`src/rgbmx_pkg.sv`:
```
package rgbmx_pkg;

  // Matrix geometry and reset values
  localparam int          ROWS_DEF        = 8;
  localparam logic [15:0] ON_TICKS_RST    = 16'd1000;
  localparam logic [15:0] BLANK_TICKS_RST = 16'd50;
  localparam logic [7:0]  COLS_OFF        = 8'hff;

  // Item actions
  typedef enum logic [2:0] {
    ACT_TICK        = 3'd0,
    ACT_SET_PIXEL   = 3'd1,
    ACT_CLEAR_PIXEL = 3'd2,
    ACT_CLEAR_ALL   = 3'd3,
    ACT_SCROLL_UP   = 3'd4,
    ACT_SCROLL_DOWN = 3'd5
  } action_t;

  // Configuration register indexes (paddr[2])
  localparam logic REG_ON_TICKS    = 1'b0;
  localparam logic REG_BLANK_TICKS = 1'b1;

  // One row of the frame store, active low
  typedef struct packed {
    logic [7:0] red;
    logic [7:0] green;
    logic [7:0] blue;
  } pix_row_t;

  localparam pix_row_t PIX_ROW_OFF = '{red: COLS_OFF, green: COLS_OFF, blue: COLS_OFF};

  // Input item
  typedef struct packed {
    logic [2:0] action;
    logic [2:0] row;
    logic [2:0] column;
    logic [2:0] color;
    logic [7:0] incoming_red;
    logic [7:0] incoming_green;
    logic [7:0] incoming_blue;
  } cmd_t;

  // Result item
  typedef struct packed {
    logic [7:0] row_drive;
    logic [7:0] red_columns;
    logic [7:0] green_columns;
    logic [7:0] blue_columns;
    logic       blanking;
  } result_t;

endpackage

```
`src/rgb_led_matrix_scan_framebuffer_core.sv`:
```
// The result for an item accepted at one edge is registered and is on result,
//   with done high, in the next cycle.
// Throughput: one item per cycle; busy is high only while rst is high.
// The receiver cannot stall: there is no ready input, and done is high for each accepted item.
// Reset (synchronous): frame store all ones (every pixel off), scan at row 0 in
//   the on phase, on_ticks 1000, blank_ticks 50.
module rgb_led_matrix_scan_framebuffer_core #(
  parameter int ROWS = rgbmx_pkg::ROWS_DEF
) (
  input  logic              clk,
  input  logic              rst,
  // item channel
  input  logic              start,
  output logic              busy,
  input  rgbmx_pkg::cmd_t   cmd,
  output logic              done,
  output rgbmx_pkg::result_t result,
  // configuration
  input  logic              psel,
  input  logic              penable,
  input  logic              pwrite,
  input  logic [2:0]        paddr,
  input  logic [31:0]       pwdata,
  output logic [31:0]       prdata,
  output logic              pready
);
  import rgbmx_pkg::*;

  localparam int RowW = $clog2(ROWS);

  // State
  pix_row_t        store [ROWS];
  pix_row_t        store_next [ROWS];
  logic [RowW-1:0] scan_row;
  logic [RowW-1:0] scan_row_next;
  logic            scan_blank;
  logic            scan_blank_next;
  logic [15:0]     phase_ticks;
  logic [15:0]     phase_ticks_next;
  logic [15:0]     on_ticks;
  logic [15:0]     blank_ticks;

  logic            accept;
  logic            row_ok;
  logic [RowW-1:0] wr_row;
  logic [7:0]      col_bit;
  pix_row_t        edit_row;
  pix_row_t        incoming;
  pix_row_t        disp_row;
  logic [15:0]     limit;
  logic [15:0]     ticks_inc;
  result_t         result_next;

  assign busy   = rst;
  assign accept = start && !busy;
  assign pready = 1'b1;

  // Configuration registers
  always_ff @(posedge clk) begin
    if (rst) begin
      on_ticks    <= ON_TICKS_RST;
      blank_ticks <= BLANK_TICKS_RST;
    end else if (psel && penable && pwrite && pready) begin
      case (paddr[2])
        REG_ON_TICKS:    on_ticks    <= pwdata[15:0];
        REG_BLANK_TICKS: blank_ticks <= pwdata[15:0];
        default: ;
      endcase
    end
  end

  always_comb begin
    case (paddr[2])
      REG_ON_TICKS:    prdata = {16'd0, on_ticks};
      REG_BLANK_TICKS: prdata = {16'd0, blank_ticks};
      default:         prdata = 32'd0;
    endcase
  end

  // Pixel edit: clear the pixel in all colours, then light the masked ones
  assign row_ok   = int'(cmd.row) < ROWS;
  assign wr_row   = RowW'(cmd.row);
  assign col_bit  = 8'd1 << cmd.column;
  assign incoming = '{red: cmd.incoming_red, green: cmd.incoming_green,
                      blue: cmd.incoming_blue};

  always_comb begin
    edit_row       = store[wr_row];
    edit_row.red   = edit_row.red   | col_bit;
    edit_row.green = edit_row.green | col_bit;
    edit_row.blue  = edit_row.blue  | col_bit;
    if (cmd.action == ACT_SET_PIXEL) begin
      if (cmd.color[0]) edit_row.red   = edit_row.red   & ~col_bit;
      if (cmd.color[1]) edit_row.green = edit_row.green & ~col_bit;
      if (cmd.color[2]) edit_row.blue  = edit_row.blue  & ~col_bit;
    end
  end

  // Next frame store
  always_comb begin
    for (int i = 0; i < ROWS; i++) store_next[i] = store[i];
    case (cmd.action)
      ACT_SET_PIXEL, ACT_CLEAR_PIXEL: begin
        if (row_ok) store_next[wr_row] = edit_row;
      end
      ACT_CLEAR_ALL: begin
        for (int i = 0; i < ROWS; i++) store_next[i] = PIX_ROW_OFF;
      end
      ACT_SCROLL_UP: begin
        for (int i = 0; i < ROWS - 1; i++) store_next[i] = store[i + 1];
        store_next[ROWS - 1] = incoming;
      end
      ACT_SCROLL_DOWN: begin
        for (int i = 1; i < ROWS; i++) store_next[i] = store[i - 1];
        store_next[0] = incoming;
      end
      default: ;
    endcase
  end

  always_ff @(posedge clk) begin
    if (rst) begin
      for (int i = 0; i < ROWS; i++) store[i] <= PIX_ROW_OFF;
    end else if (accept) begin
      for (int i = 0; i < ROWS; i++) store[i] <= store_next[i];
    end
  end

  // Scan advance on a tick; a zero length counts as one
  always_comb begin
    limit            = scan_blank ? blank_ticks : on_ticks;
    if (limit == 16'd0) limit = 16'd1;
    ticks_inc        = phase_ticks + 16'd1;
    phase_ticks_next = ticks_inc;
    scan_blank_next  = scan_blank;
    scan_row_next    = scan_row;
    if (ticks_inc >= limit) begin
      phase_ticks_next = 16'd0;
      scan_blank_next  = !scan_blank;
      if (scan_blank) begin
        scan_row_next = (scan_row == RowW'(ROWS - 1)) ? '0 : scan_row + 1'b1;
      end
    end
  end

  always_ff @(posedge clk) begin
    if (rst) begin
      scan_row    <= '0;
      scan_blank  <= 1'b0;
      phase_ticks <= 16'd0;
    end else if (accept && cmd.action == ACT_TICK) begin
      scan_row    <= scan_row_next;
      scan_blank  <= scan_blank_next;
      phase_ticks <= phase_ticks_next;
    end
  end

  // Drive shown for this item: scan state before the tick, store after the edit.
  // Shifting an 8-bit one past bit seven leaves zero for rows 8 and up.
  always_comb begin
    disp_row              = store_next[scan_row];
    result_next.row_drive = 8'd1 << scan_row;
    if (scan_blank) begin
      result_next.red_columns   = COLS_OFF;
      result_next.green_columns = COLS_OFF;
      result_next.blue_columns  = COLS_OFF;
      result_next.blanking      = 1'b1;
    end else begin
      result_next.red_columns   = disp_row.red;
      result_next.green_columns = disp_row.green;
      result_next.blue_columns  = disp_row.blue;
      result_next.blanking      = 1'b0;
    end
  end

  // Result register
  always_ff @(posedge clk) begin
    if (rst) begin
      done <= 1'b0;
    end else begin
      done <= accept;
    end
  end

  always_ff @(posedge clk) begin
    if (accept) begin
      result <= result_next;
    end
  end

endmodule

```
`config.mk`:
```
export PLATFORM = sky130hd
export DESIGN_NAME = rgb_led_matrix_scan_framebuffer_core
export DESIGN_NICKNAME = d
export VERILOG_FILES = /design/src/rgbmx_pkg.sv /design/src/rgb_led_matrix_scan_framebuffer_core.sv
export SDC_FILE = /design/constraint.sdc
export NUM_CORES = 1
export LEC_CHECK = 0
export ABC_AREA = 1
export BUFFER_PORTS_ARGS = -buffer_cell sky130_fd_sc_hd__buf_4
export CORE_ASPECT_RATIO = 2
export CORE_UTILIZATION = 36
export DETAILED_ROUTE_END_ITERATION = 10
export GPL_TIMING_DRIVEN = 1
export PLACE_DENSITY_LB_ADDON = 0.1
export SYNTH_ARGS = -nofsm -noshare
export SYNTH_HDL_FRONTEND = slang
export SYNTH_SLANG_ARGS = --single-unit
```
`constraint.sdc`:
```
create_clock -name clk -period 8.54 [get_ports clk]
set_input_delay 1.281 -clock clk [delete_from_list [all_inputs] [get_ports clk]]
set_output_delay 1.281 -clock clk [all_outputs]
set_load 0.005 [all_outputs]
```
==> results.cfg <==
[die]
row_count = 131
fp.dieH_um = 363
dieWidth_um = 182
dieArea_um2 = 66100
core_area_um2 = 64100
ioPinCount = 145
start_util_pct = 36.5

[placement]
io_buffers = 109
gp_congestion = 0.829
place_hpwl_um = 55600

[synth]
ys.flop_type = edfxtp_1
synth_xor_xnor_area_share_pct = 0.449
synth_area_leaders = edfxtp_1 29%, nand2_1 24%, nand3_1 11%
ys_seq_area_share_pct = 33.4
ys_seq_elements = 278
yosysUniqueCellTypes = 34
synth_edf_count = 225
yosysTopAreaCellShare_pct = 28.9
synth_compound_area_share_pct = 11.2
muxShareOfSynthArea_pct = 0.128
synth_top_family_by_area = simple AND/OR/NAND/NOR gates
syn_area_per_cell_um2 = 6.12
synth_area_um2 = 23400
post_synth_fa_ha_maj_area_fraction_pct = 1.18
synth.largest_area_cell = edfxtp_1
yosys_warnings = 0
syn_inst = 3826
async_flop_share_pct = 0
yosys.area_share.simple_pct = 41.3

[timing]
fmax_mhz = 214
setup_viol = 0
finalCriticalPeriod_ps = 4670
fin_crit_sh_pct = 54.7
setup_tns_ps = 0
rsz0062_at_grt = false
finClkSkew_ps = 15.2
slew_headroom_pct = 26.4
final-hold-violation-count = 0
tightestPinTransition_ps = 1100
slew_violations = 0

[cts]
postCtsSetupBuffers = 0
numCtsBuffers = 31
htreeDepth = 1
clk_pin_slew_worst_paths_ps = 70
cts_resized = 0
cts_sinks = 278
cts_tree = yes
ctsHoldBuffers = 0
clk_latency_ps = 630
cts_max_path_buffers = 3
cts-root-buf = clkbuf_16

[final_layout]
fin_util_pct = 39.9
final_cell_mix = 1523 x nand2_1, 497 x nand3_1, 390 x inv_1, 280 x nor2_1, 225 x edfxtp_1
final_common_cell = nand2_1
drive_gt1_share_pct = 7.16
area_growth_pct = 9.14
n_fill_cell = 7214
final_nets = 3862

[grt]
first_global_vias = 24300
antenna_found_initial = 2
grt-ovfl-total = 0
grt_max_degree = 193
grt_pass1_wl_um = 147000
grt_usage_pct = 29.2

[drt]
top_layer = met4
wl_per_cell_um = 20.9
viasPerCell = 5.45
wl_met2_um = 49500
drtIter0Drc = 2343
drt_wl_total_um = 97300
ant_nets = 0
first_pass_iters = 6
wl_met1_um = 37200
via_count = 25400
wl_met3_um = 6050
remaining_drc_errors = 0

[power_and_ir_drop]
total_power_mw = 3.95
power_density_nw_per_um2 = 155
total_leakage_power_nw = 12.5
ir_drop_v = 0.000198

[critical_path]
crit_path_max_fanout = 22
cp-end-kind = flop
required_ps = 9090
worstPathArrival_ps = 5220
start_kind = flop
critPathKind = reg2reg

[flow_run]
drv_cap = 0

[min_path]
min_path_type = reg2reg

[run_status]
outcome = finished, final reports clean
[area by class of cell]
type / count / area [um^2] / share of cell area, %
clock inverters: 13 / 78.8 / 0.308
clock buffers: 44 / 976 / 3.82
repair buffers: 151 / 1170 / 4.58
well taps: 864 / 1080 / 4.23
inverters: 416 / 1580 / 6.18
flip-flops and latches: 278 / 7820 / 30.6
diodes: 1 / 2.50 / 0.00979
multi-input cells: 2885 / 12800 / 50.2
[synth_stat cells (20+ instances only)]
cell         n
nor2_1     281
dfxtp_1     53
clkbuf_1   134
nand2_1   1525
o22ai_1    192
edfxtp_1   225
nand2_2     25
ha_1        22
a21oi_1     87
o21ai_1     20
nand3_1    499
buf_4       41
o21ai_0    173
buf_2       68
inv_1      394
[routing by layer]
metal / track usage [%] / vias up
met5: 0 / -
met4: 13.9 / 0
met1: 33.7 / 12000
met2: 53.5 / 977
li1: - / 12200
met3: 2.85 / 202
[worst paths after layout]
kind,depth (start not counted),to,slack [ps],start
worst min register to register,2,on_ticks[1]$_SDFFE_PP0P_,480,on_ticks[1]$_SDFFE_PP0P_
worst max-delay path,17,phase_ticks[11]$_SDFFE_PP0P_,3870,scan_blank$_SDFFE_PP0P_
worst min-delay path,2,on_ticks[1]$_SDFFE_PP0P_,480,on_ticks[1]$_SDFFE_PP0P_
worst max register to register,17,phase_ticks[11]$_SDFFE_PP0P_,3870,scan_blank$_SDFFE_PP0P_
[through the flow]
step	hold slack [ps]	worst slack, ps	instances	area [um^2]
final	475	3870	4652	25600
after detailed placement	467	3450	4594	24500
after floorplan	439	2030	3841	23500
after CTS	478	3810	4651	25500
after global placement	462	3430	4594	24500
after global routing	500	3490	4651	25500
[cell families after synthesis]
| family | count (synthesis) |
|---|---|
| AND/OR/NAND/NOR | 2355 |
| AO/OA/AOI/OAI | 476 |
| multiplexers | 3 |
| XOR/XNOR | 12 |
| buffers and inverters | 678 |
| other | 2 |
| adder cells (fa/ha/maj) | 22 |
| flip-flops | 278 |
[state kept, by name (all words and copies together), names as in the netlist]
| register | flops |
|---|---|
| result | 33 |
| scan_blank | 1 |
| phase_ticks | 16 |
| on_ticks | 16 |
| blank_ticks | 16 |
| store | 192 |
| done | 1 |
| scan_row | 3 |
[where the power goes]
group	switching, mW	leakage (nW)	internal [mW]	total [mW]
clock network	0.660	0.536	0.797	1.46
logic	0.661	9.63	0.269	0.930
registers	0.0236	2.31	1.54	1.56
[critical path, cell delays in order, from the launching register on]
cell and delay, ps:
dfxtp_1 300, buf_4 210, inv_2 470, buf_4 480, nand2_1 90, o21ai_0 140, nand4_1 230, o41ai_1 600
ha_1 250, inv_1 40, a21oi_1 100, o21ai_0 110, a21o_1 170, nand2_1 50, nand3_1 180, nor2_1 890
nand2_1 120, a21oi_1 160
Power figures use the tool's default switching activity.
